[config.mk]
export PLATFORM = sky130hd
export DESIGN_NAME = staggered_three_channel_fade_top
export DESIGN_NICKNAME = d
export VERILOG_FILES = /design/src/rtl/sfade_pkg.sv /design/src/rtl/sfade_div.sv /design/src/rtl/staggered_three_channel_fade_top.sv
export SDC_FILE = /design/constraint.sdc
export NUM_CORES = 1
export LEC_CHECK = 0
export BUFFER_PORTS_ARGS = -buffer_cell sky130_fd_sc_hd__buf_2
export CORE_ASPECT_RATIO = 0.6
export CORE_UTILIZATION = 59
export CTS_BUF_LIST = sky130_fd_sc_hd__clkbuf_8
export DETAILED_ROUTE_END_ITERATION = 8
export PLACE_DENSITY = 0.8
export SLEW_MARGIN = 25
export SYNTH_ARGS = -nofsm -noshare
export SYNTH_HDL_FRONTEND = slang
export SYNTH_SLANG_ARGS = --single-unit
[constraint.sdc]
create_clock -name clk -period 8.3 [get_ports clk]
set_clock_uncertainty 0.05 [all_clocks]
set_input_delay 0.83 -clock clk [delete_from_list [all_inputs] [get_ports clk]]
set_output_delay 0.83 -clock clk [all_outputs]
set_load 0.005 [all_outputs]
[src/rtl/sfade_pkg.sv]
// Shared types and constants for the staggered three-channel fade engine.
// Used by the divider and the top level; depends on nothing else.
package sfade_pkg;

	// Input kinds carried in the slave-side tuser field.
	localparam logic [1:0] OP_TICK     = 2'd0;
	localparam logic [1:0] OP_FADE_IN  = 2'd1;
	localparam logic [1:0] OP_FADE_OUT = 2'd2;

	// Fade mode reported in each result.
	localparam logic [1:0] MODE_IDLE = 2'd0;
	localparam logic [1:0] MODE_IN   = 2'd1;
	localparam logic [1:0] MODE_OUT  = 2'd2;

	// Register indexes on the configuration port (byte address is four times this).
	localparam logic [2:0] REG_DELAY_FIRST   = 3'd0;
	localparam logic [2:0] REG_DELAY_SECOND  = 3'd1;
	localparam logic [2:0] REG_DELAY_THIRD   = 3'd2;
	localparam logic [2:0] REG_FADE_LENGTH   = 3'd3;
	localparam logic [2:0] REG_MAX_STEP      = 3'd4;
	localparam logic [2:0] REG_UPDATE_PERIOD = 3'd5;

	localparam logic [7:0] DUTY_FULL = 8'd255;

	// Divider geometry: every quotient this block needs is below 256, so the
	// numerator stays below 256 times the divisor and eight steps suffice.
	localparam int NUM_W     = 24;
	localparam int DEN_W     = 16;
	localparam int QUOT_W    = 8;
	localparam int DIV_STEPS = QUOT_W;

	typedef struct packed {
		logic              start;
		logic [NUM_W-1:0]  num;
		logic [DEN_W-1:0]  den;
	} div_req_t;

	typedef struct packed {
		logic              busy;
		logic              done;
		logic [QUOT_W-1:0] quot;
	} div_rsp_t;

	typedef enum logic [7:0] {
		ST_IDLE   = 8'b0000_0001,
		ST_DECODE = 8'b0000_0010,
		ST_CURVE  = 8'b0000_0100,
		ST_APPLY  = 8'b0000_1000,
		ST_CHAN   = 8'b0001_0000,
		ST_RAMP   = 8'b0010_0000,
		ST_FINISH = 8'b0100_0000,
		ST_OUT    = 8'b1000_0000
	} state_t;

endpackage

[src/rtl/sfade_div.sv]
// Restoring divider that produces one quotient bit per cycle.
// Depends on sfade_pkg for its request and response structs.
module sfade_div (
	input  logic               clk,
	input  logic               arst_n,
	input  sfade_pkg::div_req_t req,
	output sfade_pkg::div_rsp_t rsp
);
	import sfade_pkg::*;

	localparam int CNT_W = $clog2(DIV_STEPS);

	logic [DEN_W-1:0]  rem_q;
	logic [QUOT_W-1:0] low_q;
	logic [DEN_W-1:0]  den_q;
	logic [CNT_W-1:0]  cnt_q;
	logic              busy_q;
	logic              done_q;

	logic [DEN_W:0]    trial;
	logic              ge;
	logic [DEN_W:0]    diff;

	// The partial remainder is always below the divisor, so the trial value
	// needs one extra bit and the difference fits back into the remainder.
	assign trial = {rem_q, low_q[QUOT_W-1]};
	assign ge    = trial >= {1'b0, den_q};
	assign diff  = trial - {1'b0, den_q};

	always_ff @(posedge clk or negedge arst_n) begin
		if (!arst_n) begin
			busy_q <= 1'b0;
			done_q <= 1'b0;
			cnt_q  <= '0;
		end else if (req.start) begin
			busy_q <= 1'b1;
			done_q <= 1'b0;
			cnt_q  <= '0;
		end else if (busy_q) begin
			cnt_q <= cnt_q + 1'b1;
			if (cnt_q == CNT_W'(DIV_STEPS - 1)) begin
				busy_q <= 1'b0;
				done_q <= 1'b1;
			end
		end else begin
			done_q <= 1'b0;
		end
	end

	always_ff @(posedge clk) begin
		if (req.start) begin
			rem_q <= req.num[NUM_W-1:QUOT_W];
			low_q <= req.num[QUOT_W-1:0];
			den_q <= req.den;
		end else if (busy_q) begin
			rem_q <= ge ? diff[DEN_W-1:0] : trial[DEN_W-1:0];
			low_q <= {low_q[QUOT_W-2:0], ge};
		end
	end

	assign rsp.busy = busy_q;
	assign rsp.done = done_q;
	assign rsp.quot = low_q;

endmodule

[src/rtl/staggered_three_channel_fade_top.sv]
// Top level of the staggered three-channel fade engine: sequencer, registers,
// configuration port and output register. Depends on sfade_pkg and sfade_div.
//
// Usage: each input transfer carries a kind in s_tuser (tick, start fade in,
// start fade out) and the millisecond time and step in s_tdata. Every input
// transfer yields exactly one result transfer with the three duties, the
// duty write flag in m_tuser, the mode and the finished flag.
// The block takes one item at a time: s_tready is high only while the
// sequencer is idle. All divisions go through one shared divider, which
// holds the sequencer while it works. A fade start passes decode, a curve
// division unless the step needs none, apply and output; a tick that updates
// the duties passes decode, each channel with a ramp division for each
// ramping channel, finish and output; any other item passes decode and
// output. The next item can be taken in the cycle after a result is registered.
// The result waits in an output register; while the receiver stalls, the
// next finished result waits in the sequencer, which takes no new item.
// Reset, asynchronous and active low, loads the default register values,
// puts the engine in idle with the finished flag set and empties the
// output register. Configuration is written over the APB-style port at
// byte address four times the register index; pready is always high.
module staggered_three_channel_fade_top #(
	parameter int TIME_BITS = 32
) (
	input  logic        clk,
	input  logic        arst_n,
	// Configuration port.
	input  logic        psel,
	input  logic        penable,
	input  logic        pwrite,
	input  logic [4:0]  paddr,
	input  logic [31:0] pwdata,
	output logic [31:0] prdata,
	output logic        pready,
	// Input stream.
	input  logic        s_tvalid,
	output logic        s_tready,
	input  logic [39:0] s_tdata,  // [31:0] time_ms, [39:32] step
	input  logic [1:0]  s_tuser,  // [1:0] opcode
	// Result stream.
	output logic        m_tvalid,
	input  logic        m_tready,
	output logic [31:0] m_tdata,  // [7:0] duty_one, [15:8] duty_two, [23:16] duty_three,
	                              // [25:24] mode, [26] finished, [31:27] zero
	output logic        m_tuser   // [0] duty_write
);
	import sfade_pkg::*;

	// Configuration registers.
	logic [15:0] delay_q [3];
	logic [15:0] fade_length_q;
	logic [7:0]  max_step_q;
	logic [9:0]  update_period_q;

	// Engine state.
	state_t               state_q;
	logic [1:0]           mode_q;
	logic                 done_q;
	logic [TIME_BITS-1:0] start_time_q;
	logic [TIME_BITS-1:0] last_update_q;
	logic [7:0]           from_q;
	logic [7:0]           to_q;

	// Current item and work registers.
	logic [1:0]           op_q;
	logic [TIME_BITS-1:0] now_q;
	logic [7:0]           step_q;
	logic [7:0]           curve_q;
	logic [1:0]           ch_q;
	logic                 settled_q;
	logic [7:0]           res_duty_q [3];
	logic                 res_wr_q;

	// Output register.
	logic        out_valid_q;
	logic [7:0]  out_duty_q [3];
	logic        out_wr_q;
	logic [1:0]  out_mode_q;
	logic        out_fin_q;

	div_req_t div_req;
	div_rsp_t div_rsp;

	logic                 cfg_wr;
	logic                 in_xfer;
	logic                 fade_op;
	logic                 curve_div;
	logic                 tick_go;
	logic [TIME_BITS-1:0] elapsed;
	logic [TIME_BITS-1:0] since_update;
	logic [1:0]           dl_idx;
	logic [15:0]          dl;
	logic                 in_delay;
	logic [TIME_BITS-1:0] ce;
	logic                 at_target;
	logic                 down;
	logic [7:0]           diff;
	logic [15:0]          ss;
	logic [15:0]          mm;
	logic [NUM_W-1:0]     curve_num;
	logic [NUM_W-1:0]     ramp_num;
	logic [NUM_W-1:0]     ramp_prod;
	logic                 last_ch;
	logic                 out_free;

	// ---------------------------------------------------------------- config
	assign pready = 1'b1;
	assign cfg_wr = psel && penable && pwrite && pready;

	always_ff @(posedge clk or negedge arst_n) begin
		if (!arst_n) begin
			delay_q[0]      <= 16'd0;
			delay_q[1]      <= 16'd200;
			delay_q[2]      <= 16'd400;
			fade_length_q   <= 16'd1000;
			max_step_q      <= 8'd10;
			update_period_q <= 10'd10;
		end else if (cfg_wr) begin
			case (paddr[4:2])
				REG_DELAY_FIRST:   delay_q[0]      <= pwdata[15:0];
				REG_DELAY_SECOND:  delay_q[1]      <= pwdata[15:0];
				REG_DELAY_THIRD:   delay_q[2]      <= pwdata[15:0];
				REG_FADE_LENGTH:   fade_length_q   <= pwdata[15:0];
				REG_MAX_STEP:      max_step_q      <= pwdata[7:0];
				REG_UPDATE_PERIOD: update_period_q <= pwdata[9:0];
				default: ;
			endcase
		end
	end

	always_comb begin
		case (paddr[4:2])
			REG_DELAY_FIRST:   prdata = {16'd0, delay_q[0]};
			REG_DELAY_SECOND:  prdata = {16'd0, delay_q[1]};
			REG_DELAY_THIRD:   prdata = {16'd0, delay_q[2]};
			REG_FADE_LENGTH:   prdata = {16'd0, fade_length_q};
			REG_MAX_STEP:      prdata = {24'd0, max_step_q};
			REG_UPDATE_PERIOD: prdata = {22'd0, update_period_q};
			default:           prdata = 32'd0;
		endcase
	end

	// ------------------------------------------------------- datapath terms
	assign s_tready = (state_q == ST_IDLE);
	assign in_xfer  = s_tvalid && s_tready;

	assign fade_op      = (op_q == OP_FADE_IN) || (op_q == OP_FADE_OUT);
	assign curve_div    = (step_q != 8'd0) && (step_q < max_step_q);
	assign since_update = now_q - last_update_q;
	assign tick_go      = (op_q == OP_TICK) && (mode_q != MODE_IDLE) && !done_q &&
	                      (since_update >= TIME_BITS'(update_period_q));

	assign elapsed   = now_q - start_time_q;
	// Fade-out walks the delays in reverse channel order.
	assign dl_idx    = (mode_q == MODE_OUT) ? 2'd2 - ch_q : ch_q;
	assign dl        = delay_q[dl_idx];
	assign in_delay  = elapsed < TIME_BITS'(dl);
	assign ce        = elapsed - TIME_BITS'(dl);
	assign at_target = ce >= TIME_BITS'(fade_length_q);
	assign down      = to_q < from_q;
	assign diff      = down ? from_q - to_q : to_q - from_q;
	assign last_ch   = (ch_q == 2'd2);

	assign ss        = {8'd0, step_q} * {8'd0, step_q};
	assign mm        = {8'd0, max_step_q} * {8'd0, max_step_q};
	assign curve_num = {ss, 8'd0} - {8'd0, ss};

	// Falling ramps round the step up, toward the lower value, so the numerator
	// gets the divisor minus one added before dividing.
	assign ramp_prod = {16'd0, diff} * {8'd0, ce[15:0]};
	assign ramp_num  = ramp_prod + (down ? {8'd0, fade_length_q - 16'd1} : '0);

	always_comb begin
		div_req.start = 1'b0;
		div_req.num   = ramp_num;
		div_req.den   = fade_length_q;
		if (state_q == ST_DECODE) begin
			div_req.start = fade_op && curve_div;
			div_req.num   = curve_num;
			div_req.den   = mm;
		end else if (state_q == ST_CHAN) begin
			div_req.start = !in_delay && !at_target;
		end
	end

	sfade_div u_div (
		.clk    (clk),
		.arst_n (arst_n),
		.req    (div_req),
		.rsp    (div_rsp)
	);

	assign out_free = !out_valid_q || m_tready;

	// The output register is loaded from the sequencer and emptied by a transfer.
	always_ff @(posedge clk or negedge arst_n) begin
		if (!arst_n) begin
			out_valid_q <= 1'b0;
		end else if ((state_q == ST_OUT) && out_free) begin
			out_valid_q <= 1'b1;
		end else if (m_tready) begin
			out_valid_q <= 1'b0;
		end
	end

	// ------------------------------------------------------------ sequencer
	always_ff @(posedge clk or negedge arst_n) begin
		if (!arst_n) begin
			state_q       <= ST_IDLE;
			mode_q        <= MODE_IDLE;
			done_q        <= 1'b1;
			start_time_q  <= '0;
			last_update_q <= '0;
			from_q        <= 8'd0;
			to_q          <= 8'd0;
		end else begin
			case (state_q)
				ST_IDLE: begin
					if (in_xfer) begin
						state_q <= ST_DECODE;
					end
				end
				ST_DECODE: begin
					if (fade_op) begin
						state_q <= curve_div ? ST_CURVE : ST_APPLY;
					end else if (tick_go) begin
						last_update_q <= now_q;
						state_q       <= ST_CHAN;
					end else begin
						state_q <= ST_OUT;
					end
				end
				ST_CURVE: begin
					if (div_rsp.done) begin
						state_q <= ST_APPLY;
					end
				end
				ST_APPLY: begin
					mode_q        <= (op_q == OP_FADE_IN) ? MODE_IN : MODE_OUT;
					start_time_q  <= now_q;
					last_update_q <= now_q;
					done_q        <= 1'b0;
					if (op_q == OP_FADE_IN) begin
						from_q <= 8'd0;
						to_q   <= curve_q;
					end else begin
						from_q <= curve_q;
						to_q   <= 8'd0;
					end
					state_q <= ST_OUT;
				end
				ST_CHAN: begin
					if (div_req.start) begin
						state_q <= ST_RAMP;
					end else if (last_ch) begin
						state_q <= ST_FINISH;
					end
				end
				ST_RAMP: begin
					if (div_rsp.done) begin
						state_q <= last_ch ? ST_FINISH : ST_CHAN;
					end
				end
				ST_FINISH: begin
					if (settled_q) begin
						done_q <= 1'b1;
						mode_q <= MODE_IDLE;
					end
					state_q <= ST_OUT;
				end
				ST_OUT: begin
					if (out_free) begin
						state_q <= ST_IDLE;
					end
				end
				default: state_q <= ST_IDLE;
			endcase
		end
	end

	// Work and result registers need no reset.
	always_ff @(posedge clk) begin
		case (state_q)
			ST_IDLE: begin
				if (in_xfer) begin
					op_q   <= s_tuser;
					now_q  <= s_tdata[TIME_BITS-1:0];
					step_q <= s_tdata[39:32];
				end
			end
			ST_DECODE: begin
				res_duty_q[0] <= 8'd0;
				res_duty_q[1] <= 8'd0;
				res_duty_q[2] <= 8'd0;
				res_wr_q      <= tick_go;
				ch_q          <= 2'd0;
				settled_q     <= 1'b1;
				curve_q       <= (step_q == 8'd0) ? 8'd0 : DUTY_FULL;
			end
			ST_CURVE: begin
				if (div_rsp.done) begin
					curve_q <= div_rsp.quot;
				end
			end
			ST_APPLY: begin
				res_wr_q <= (op_q == OP_FADE_IN);
			end
			ST_CHAN: begin
				if (in_delay) begin
					res_duty_q[ch_q] <= from_q;
					settled_q        <= 1'b0;
				end else if (at_target) begin
					res_duty_q[ch_q] <= to_q;
				end
				if (!div_req.start && !last_ch) begin
					ch_q <= ch_q + 2'd1;
				end
			end
			ST_RAMP: begin
				if (div_rsp.done) begin
					res_duty_q[ch_q] <= down ? from_q - div_rsp.quot : from_q + div_rsp.quot;
					settled_q        <= 1'b0;
					if (!last_ch) begin
						ch_q <= ch_q + 2'd1;
					end
				end
			end
			ST_OUT: begin
				if (out_free) begin
					out_duty_q[0] <= res_duty_q[0];
					out_duty_q[1] <= res_duty_q[1];
					out_duty_q[2] <= res_duty_q[2];
					out_wr_q      <= res_wr_q;
					out_mode_q    <= mode_q;
					out_fin_q     <= done_q;
				end
			end
			default: ;
		endcase
	end

	assign m_tvalid = out_valid_q;
	assign m_tdata  = {5'd0, out_fin_q, out_mode_q, out_duty_q[2], out_duty_q[1], out_duty_q[0]};
	assign m_tuser  = out_wr_q;

`ifndef SYNTH
	// A finished engine is always back in idle mode.
	a_done_idle: assert property (@(posedge clk) disable iff (!arst_n)
		done_q |-> (mode_q == MODE_IDLE))
		else $error("finished flag set while a fade is running");

	// The shared divider is never restarted while it is still working.
	a_div_start: assert property (@(posedge clk) disable iff (!arst_n)
		div_req.start |-> !div_rsp.busy)
		else $error("divider started while busy");

	// An item passes the decode state before its result appears.
	a_no_early_result: assert property (@(posedge clk) disable iff (!arst_n)
		(s_tvalid && s_tready) |=> !$rose(m_tvalid))
		else $error("result presented in the cycle after acceptance");
`endif

endmodule

Word level (Yosys, flattened, before mapping)
Memories as Yosys holds them, arrays and structs flattened. Index checks and enable logic that the tools add are counted.

Input bits: 86. Memory bits (writable): 48. Word-level logic and storage cells: 213. Bits in registers: 277. Output and inout bits: 68. Memories: 2.

Bitwise logic cells: 3. $add $sub $neg: 14. Equal/unequal tests: 30. $mul: 3. Order comparisons: 7. Reductions and logical operators: 46. Muxes and demuxes: 78.

Memories: out_duty_q (words 3, bits a word 8, read ports 3, clocked after memory_dff 0, write ports 3, RTL line staggered_three_channel_fade_top.sv:75) `logic [7:0] out_duty_q [3];`; res_duty_q (words 3, bits a word 8, read ports 3, clocked after memory_dff 0, write ports 3, RTL line staggered_three_channel_fade_top.sv:70) `logic [7:0] res_duty_q [3];`.

Operators with widths (number): 8-bit two-way mux (19); 16-bit two-way mux (6); 16-bit case mux with 6 select lines (1); 32-bit two-way mux (2); 32-bit case mux with 2 select lines (1); 32-bit subtractor (2); 8-bit case mux with 7 select lines (1); 40-bit two-way mux (1); 16-bit binary-select mux with 2-bit select (1); 32-bit by 10-bit greater-or-equal comparator with 1-bit output (1); 32-bit by 16-bit greater-or-equal comparator with 1-bit output (1); 32-bit by 16-bit < comparator with 1-bit output (1); 8-bit by 8-bit multiplier with 16-bit output (2); 32-bit by 16-bit subtractor with 32-bit output (1); 1-bit two-way mux (29); 24-bit by 16-bit adder with 24-bit output (1); 8-bit by 16-bit multiplier with 24-bit output (1); 24-bit by 16-bit subtractor with 24-bit output (1); 8-bit subtractor (3); 2-bit AND reduction (10); 17-bit by 16-bit greater-or-equal comparator with 1-bit output (1); 8-bit < comparator (2); 8-bit case mux with 2 select lines (1); 16-bit by 1-bit subtractor with 16-bit output (second input constant) (1); other kinds (46) (91).

Logic depth before layout (Yosys ltp)
Gate-level depths: netlist of the first run.

Depth after elaboration: 16. Depth in mapped cells: 39. Gate-level depth less buffers: 37.

By module
A second synthesis of the first run with hierarchy kept.

Cell total of the unflattened synthesis: 3115. Area, all modules: 29254.3 um^2.

Modules (own cells, without submodules): staggered_three_channel_fade_top (times used 1, area each 26399.1 um^2, cells each 2847, seq. area each 7559.8 um^2); sfade_div (times used 1, area each 2855.2 um^2, cells each 268, seq. area each 1326.3 um^2).

Least setup slack after synthesis of the first run
OpenSTA, ideal clock, no wires.

Kind: register to register. Start point: reg ch_q[0]. End point: reg u_div.rem_q[12], data pin. Path buffers: 3. Arrival time: 8221 ps. Period minus slack after synthesis: 8532 ps. Stages on the path, launching flop included: 36. Library setup time: 260 ps. Slack: -232 ps. Data required time: 7990 ps. Path through: edfxtp_1 > clkbuf_1 > clkbuf_1 > inv_1 > ha_1 > o21ai_1 > clkbuf_1 > nand2_1 > a21oi_1 > a31oi_1 > fa_1 > a211oi_1 > nor2_1 > nor4_1 > a21oi_1 > a21boi_0 > o21ai_0 > xor2_1 > nand2b_1 > fa_1 > inv_1 > fa_1 > fa_1 > inv_1 > fa_1 > inv_1 > ha_1 > and3_1 > and3_1 > a211oi_1 > o31ai_1 > o21a_1 > or3_1 > a21oi_1 > a21oi_1 > mux2_4.

Cells in the longest elaborated chain, start to end: 13. Elaborated cells between the ends (all ways): 18.

Ends and longest elaborated chain: start: declaration (RTL line staggered_three_channel_fade_top.sv:68) `logic [1:0] ch_q;`; start signal: assignment (RTL line staggered_three_channel_fade_top.sv:315) `ch_q <= ch_q + 2'd1;`; start signal: assignment (RTL line staggered_three_channel_fade_top.sv:323) `ch_q <= ch_q + 2'd1;`; 2-bit subtractor (RTL line staggered_three_channel_fade_top.sv:154) `assign dl_idx = (mode_q == MODE_OUT) ? 2'd2 - ch_q : ch_q;`; 2-bit two-way mux * (RTL line staggered_three_channel_fade_top.sv:154); 2-bit NOT with 3-bit output (not written as such) * (RTL line staggered_three_channel_fade_top.sv:155) `assign dl = delay_q[dl_idx];`; 16-bit binary-select mux with 2-bit select * (RTL line staggered_three_channel_fade_top.sv:155); 16-bit two-way mux (not written as such) * (2 in series) (RTL line staggered_three_channel_fade_top.sv:155); branches (longest 6 deep; another with 32-bit by 16-bit subtractor with 32-bit output); 16-bit two-way mux * (RTL line sfade_div.sv:51) `if (req.start) begin`; end signal: assignment (RTL line sfade_div.sv:52) `rem_q <= req.num[NUM_W-1:QUOT_W];`; end signal: assignment (RTL line sfade_div.sv:56) `rem_q <= ge ? diff[DEN_W-1:0] : trial[DEN_W-1:0];`; end: declaration (RTL line sfade_div.sv:13) `logic [DEN_W-1:0] rem_q;`.

Every way passes the cells marked *. The select of a mux whose other input is x is not followed. A chain may end at the register's enable or synchronous reset.

Worst setup path after layout of the first run
Start point: reg to_q[0]. End point: reg u_div.rem_q[12], data pin.

Cells in the longest elaborated chain, start to end: 6. Elaborated cells between the ends (all ways): 9.

Ends and longest elaborated chain: start: declaration (RTL line staggered_three_channel_fade_top.sv:61) `logic [7:0] to_q;`; start signal: assignment (RTL line staggered_three_channel_fade_top.sv:244) `to_q <= curve_q;`; 8-bit subtractor / 8-bit < comparator (equally long branches) (RTL line staggered_three_channel_fade_top.sv:160, staggered_three_channel_fade_top.sv:159); 8-bit two-way mux (RTL line staggered_three_channel_fade_top.sv:160) `assign diff = down ? from_q - to_q : to_q - from_q;`; 8-bit by 16-bit multiplier with 24-bit output (RTL line staggered_three_channel_fade_top.sv:169) `assign ramp_prod = {16'd0, diff} * {8'd0, ce[15:0]};`; 24-bit by 16-bit adder with 24-bit output * (RTL line staggered_three_channel_fade_top.sv:170) `assign ramp_num = ramp_prod + (down ? {8'd0, fade_length_q - 16'd1} : '0);`; 40-bit two-way mux * (RTL line staggered_three_channel_fade_top.sv:176) `if (state_q == ST_DECODE) begin`; 16-bit two-way mux * (RTL line sfade_div.sv:51).

Every way passes the cells marked *; elsewhere a longest branch is shown, timed or not.

==> key figures, run 1 <==
Timing
  • Final Max Tran Viols: 0
  • Max-slew headroom: between 20 and 30%
  • Hold Slack: approximately 0.16 ns
  • Setup Viol. Count Final: 0
  • Final worst slack: between 0.009 and 0.01 ns
  • Maximum clock frequency: between 100 and 150 MHz
  • RSZ-0062 raised after global routing: true
  • Worst Max-Slew Pin Slew: between 1 and 1.5 ns
  • Final Hold Fails: 0
  • Fin crit period: 8.291 ns
  • Final period util: 99.89%

Clocking
  • Cts-stage hold buffer count: 0
  • Root Buffer Master: clkbuf_8
  • Clock Tree Buf Depth: 3
  • Clk slew on worst S/H paths: roughly 0.07 ns
  • H-tree Lvls: 2
  • Worst skew pair latency: 0.63 ns
  • Cts bufs inserted: ~50
  • Clock sink count: 325
  • CTS tree: done

Global route
  • Grt met1 use: 55.88%
  • Grt met2 use: a little under half
  • Remaining global-route overflow: 0
  • Largest net degree at the start of global routing: 77
  • First-pass GRT wire length: around 140000 um
  • Gr usage total: around a third
  • Busiest grt layer: met1
  • Vias in the first global route: around 24000
  • Antenna violations before repair: 3
  • GR Layer Usage met3: a little under an eighth

Cells and area
  • Area Growth Syn to Fin: 15.61%
  • Post-route insts no fill: 4117
  • Share of layout cells above drive strength 1: a little over a fifth
  • Final Instance Area: between 0.03 and 0.04 mm^2
  • Final nets: slightly below 4000

Placement
  • Placed Area: 0.03182 mm^2
  • HPWL Detailed: 70870 um
  • # port buffers: around 110
  • Routability cong.: 1.016
  • Pre-CTS setup slack: -0.6478 ns
  • Placed cell count: 3985

Detailed routing
  • ANT nets after route: 0
  • Final wirelength: 88960 um
  • Via/cell ratio: 6.052
  • DR pass1 iterations: 6
  • DRC: 0
  • DR vias: 24920
  • 1st-iter DRT viols: ~2600
  • DR WL/cell: 21.61 um

Die
  • Die Height: 174.1 um
  • Row Count: between 60 and 70
  • Starting Density: about three fifths
  • DIE WIDTH: 288.8 um
  • Core footprint: a little under 0.05 mm^2
  • Io pins: between 150 and 200
  • Die Footprint: 0.05026 mm^2

Critical path
  • CP max FO: 4
  • Worst path arrival time: 8.59 ns
  • RR Endpoint: u_div.rem_q[12]
  • Worst EP required: 8.60 ns
  • Worst-path cell with the longest stage delay: fa_1
  • Startpoint Class: flop
  • Slowest cell delay on critical path: 0.55 ns
  • Setup CP Type: flop to flop
  • Setup crit end kind: flop
  • R2R Setup Slk: 0.009 ns
  • FF-to-FF path depth: 37
  • Most used cell, CP: a21o_1
  • Reg2Reg Launch Point: to_q[0]

Yosys
  • Synth Cell Area: 0.02911 mm^2
  • Number of synthesized register bits: 325
  • Post-synthesis sequential area ratio: between 30% and 40%
  • Avg Cell Area, Syn: about 9.4 um^2
  • Cells after synthesis: around 3100
  • Synth cell types: 88
  • Post-synth EDFFs: approximately 150
  • Synth warn: 0
  • Synth Flop Type: dfrtp_1
  • Async S/R FF share, synth: roughly 55%

Hold path
  • Hold Path Class: primary input to async pin

Flow run
  • Maxcap violations: 0

Run status
  • Outcome: finished clean
kinds of logic (layout without fill, tap and decap cells):
| group | count (synthesis) | after routing | synth area share [%] |
|---|---|---|---|
| AO/OA/AOI/OAI | 673 | 673 | 14.61 |
| buffers and inverters | 500 | 856 | 6.856 |
| XOR/XNOR | 157 | 157 | 4.776 |
| multiplexers | 182 | 182 | 7.239 |
| adder cells (fa/ha/maj) | 424 | 424 | 22.27 |
| other | 2 | 25 | 0.02580 |
| flip-flops | 325 | 325 | 30.53 |
| AND/OR/NAND/NOR | 835 | 835 | 13.69 |
worst max path at each step:
stage	startpoint	to	slack (ns)	cells after the start
after floorplan	to_q[0]	u_div.rem_q[12]	0.006	35
after global placement	now_q[0]	u_div.rem_q[12]	-0.52	35
after detailed placement	now_q[0]	u_div.rem_q[14]	-0.65	36
after CTS	now_q[0]	u_div.rem_q[14]	-0.07	35
after global routing	to_q[0]	u_div.rem_q[12]	-0.25	37
final	to_q[0]	u_div.rem_q[12]	0.009	37
metal layers:
metal / wire length, um / part of all wire [%]
met3: 11620 / 13
met4: 1271 / 1.4
met1: 41110 / 46
met5: 13 / 0.015
met2: 34950 / 39
sequential cells by signal, summed over array words and instances (netlist names), 3 cells and up:
register and cells:
curve_q 8, delay_q 48, fade_length_q 16, from_q 8
last_update_q 32, max_step_q 8, now_q 32, out_duty_q 24
res_duty_q 24, start_time_q 32, state_q 8, step_q 8
to_q 8, u_div.cnt_q 3, u_div.den_q 16, u_div.low_q 8
u_div.rem_q 16, update_period_q 10
cells in the final DEF, fill, tap and decap left out, types with 41 or more instances in the layout:
master	Yosys	layout
nand2_1	308	301
o21ai_0	190	181
clkbuf_8	0	61
a21oi_1	164	154
fa_1	157	148
nor2_1	182	175
a21o_1	57	57
buf_4	23	256
inv_1	378	373
mux2_2	124	124
xor2_1	50	49
edfxtp_1	146	146
dfrtp_1	161	161
nand2b_1	43	41
buf_2	8	112
ha_1	267	253
xnor2_1	105	102
and2_1	55	53
mux2i_1	44	44
stage by stage:
step                setup TNS [ns]  util [%]
floorplan                        0         -
global placement            -2.087     65.93
CTS                        -0.1548     69.02
global route               -0.9450     69.73
detailed placement          -3.192     65.95
finish                           0     69.74
cells in the mapped netlist (79+ instances only):
cell | number | area share, %
a21oi_1 | 164 | 2.8
clkbuf_1 | 79 | 1.0
dfrtp_1 | 161 | 14
edfxtp_1 | 146 | 15
fa_1 | 157 | 11
ha_1 | 267 | 11
inv_1 | 378 | 4.9
mux2_2 | 124 | 4.8
nand2_1 | 308 | 4.0
nor2_1 | 182 | 2.3
o21ai_0 | 190 | 3.3
xnor2_1 | 105 | 3.2
layout make-up:
class / instances / area [um^2]
antenna: 3 / 7.507
clock buffer: 61 / 839.6
clock inverter: 35 / 183.9
multi-input combinational: 2293 / 18850
fill: 3701 / 14600
tap: 640 / 800.8
sequential: 325 / 8886
inverter: 381 / 1438
timing repair buffer: 379 / 2645
what timing repair did:
item,4_1_cts,5_1_grt
gates cloned,0,0
endpoints found under the setup margin,10,12
setup buffers,17,18
pin swaps,56,56
gates resized for setup,81,60
worst max-delay path, delay by kind of cell, from the launching register on:
kind / cells / cell delay [ns]
and+or+nand+nor: 4 / 0.51
xor gates and xnor gates: 1 / 0.19
AOI/OAI and AO/OA: 17 / 3.25
adders and majority gates: 7 / 2.80
buffers and inverters: 6 / 0.48
DFF: 1 / 0.39
muxes: 2 / 0.37
Power of run 1 is left out: the tool's default activity adds up to more than one toggle a clock period on the data nets, which glitch-free logic cannot reach.
==> inputs of run 2 (changes only) <==
==> constraint.sdc (replaced) <==
create_clock -name clk -period 8.3 [get_ports clk]
set_clock_uncertainty 0.05 [all_clocks]
set_input_delay 1.66 -clock clk [delete_from_list [all_inputs] [get_ports clk]]
set_output_delay 1.66 -clock clk [all_outputs]
set_load 0.005 [all_outputs]
==> key figures, run 2 (synthesis gave the netlist of run 1 again) <==
Hold path
  • Min-delay src: res_duty_q[1][2]
  • Hold Path Class: flop to flop

Clocking
  • CTS tree: done
  • Worst skew pair latency: 0.63 ns (about the same)
  • Cts-stage hold buffer count: 0 (unchanged)
  • Clk slew on worst S/H paths: 0.08 ns (about the same)
  • Root Buffer Master: clkbuf_8
  • Clock sink count: 325 (unchanged)
  • Cts bufs inserted: 53 (+3.9%)
  • H-tree Lvls: 2 (unchanged)
  • Clock Tree Buf Depth: 3 (unchanged)

Timing
  • Fin crit period: 8.340 ns (+0.04934 ns)
  • Worst Max-Slew Pin Slew: 1.034 ns (-0.04389 ns)
  • Max-slew headroom: 30.95% (+2.9 points)
  • Setup Total Neg Slack: -0.04015 ns (-0.04015 ns)
  • Final Max Tran Viols: 0 (unchanged)
  • RSZ-0062 raised after global routing: true
  • Maximum clock frequency: 119.9 MHz (-0.59%)
  • Final period util: 100.5% (+0.59 points)
  • Setup Viol. Count Final: 1 (+1)
  • Final worst slack: -0.04015 ns (-0.04934 ns)
  • Hold Slack: 0.3598 ns (+0.2009 ns)
  • Final Hold Fails: 0 (unchanged)

Placement
  • Routability cong.: 1.041 (+2.4%)
  • # port buffers: 113 (unchanged)
  • HPWL Detailed: 70760 um (-0.16%)
  • Placed Area: 0.03176 mm^2 (-0.19%)

Cells and area
  • Max reg flops: 48 (unchanged)
  • Share of layout cells above drive strength 1: 22.46% (+0.85 points)
  • Most frequent cells in the layout: inv_1, nand2_1, buf_4
  • Most flops, register: delay_q
  • Commonest non-fill, non-tap cell in the layout: inv_1
  • Area Growth Syn to Fin: 16.82%
  • Final Instance Area: 0.03401 mm^2 (+1.0%)
  • Final nets: 3948 (+0.18%)
  • Fin util: 70.48% (+0.73 points)
  • Filler cells: 3662 (-1.1%)

Critical path
  • CP max FO: 6 (+2)
  • Crit path launch: to_q[0]
  • Setup CP Type: flop to flop
  • CP top delay family: compound AO/OA/AOI/OAI gates
  • Most used cell, CP: a21o_1
  • Worst-path cell with the longest stage delay: fa_1
  • Reg2Reg Launch Point: to_q[0]
  • Slowest cell delay on critical path: 0.56 ns (about the same)
  • Buf/Inv on CP: 7 (+1)
  • Setup crit end kind: flop
  • Worst path arrival time: 8.62 ns (+0.03 ns)
  • Worst EP required: 8.58 ns (-0.02 ns)
  • Startpoint Class: flop

Run status
  • Outcome: finished with violations
  • Violated checks: negative setup slack

Detailed routing
  • Via/cell ratio: 6.052 (about the same)
  • ANT nets after route: 0 (unchanged)
  • Final wirelength: 89690 um (+0.83%)
  • DR vias: 24950 (+0.12%)
  • DR pass1 iterations: 7 (+1)
  • DR WL/cell: 21.76 um (+0.70%)
  • DRC: 0 (unchanged)
  • 1st-iter DRT viols: 2765 (+8.1%)

Global route
  • First-pass GRT wire length: 137000 um (+0.64%)
  • Gr usage total: 35.42% (+0.20 points)
  • Vias in the first global route: 24260 (+1.9%)
  • Largest net degree at the start of global routing: 133 (+73%)
  • Remaining global-route overflow: 0 (unchanged)
  • Antenna violations before repair: 4 (+1)

Die
  • Core footprint: 0.04825 mm^2 (unchanged)
  • Io pins: 154 (unchanged)
  • Die Height: 174.1 um (unchanged)
  • Row Count: 62 (unchanged)
  • Die Footprint: 0.05026 mm^2 (unchanged)
  • Starting Density: 60.33% (unchanged)
  • DIE WIDTH: 288.8 um (unchanged)

Flow run
  • Maxcap violations: 0 (unchanged)
==> run 2: cell types whose count changed in the layout (fill, tap and decap cells not counted), moves of 5 or more <==
cell,change
nor2_1,-6
buf_6,+7
inv_1,-7
buf_4,-6
inv_2,+5
ha_4,+7
fa_1,-5
o21ai_2,+5
fa_2,+5
==> run 2: area by class of cell <==
type                    instances  area (um^2)  share of cell area [%]
multi-input cells            2293        19000                   55.88
diodes                          1        2.502                0.007359
well taps                     640        800.8                   2.355
repair buffers                384         2759                   8.113
inverters                     381         1436                   4.224
flip-flops and latches        325         8886                   26.13
clock buffers                  59        812.0                   2.388
clock inverters                39        306.5                  0.9015
==> run 2: per-layer routing <==
layer  vias up  GRT usage (%)  part of all wire, %
li1      11350              -                    -
met1     12150          55.48                   46
met2      1301          46.89                   39
met3       151          12.34                   13
met4         4          5.855                  1.7
met5         -              0                0.030
==> run 2: path summary, 6_finish.rpt <==
check | to | slack [ns] | depth (start not counted)
worst min register to register | out_duty_q[0][10] | 0.36 | 0
worst min-delay path | out_duty_q[0][10] | 0.36 | 0
min in group asynchronous | u_div.cnt_q[1] | 0.95 | 1
max in group asynchronous | last_update_q[6] | 6.06 | 2
worst max register to register | u_div.rem_q[15] | -0.04 | 36
worst max-delay path | u_div.rem_q[15] | -0.04 | 36
==> run 2: timing repair <==
action                     4_1_cts  5_1_grt
gates resized for setup         81       99
buffers inserted                27       28
pin swaps                       64      101
setup endpoints to repair        6       13
==> run 2: per-stage QoR <==
step,worst slack [ns],instances
finish,-0.04015,4122
global placement,-0.2954,3971
CTS,-0.02160,4096
global route,-0.3274,4121
floorplan,0.005521,3118
detailed placement,-0.4502,3971
Power of run 2 is left out for the same reason.
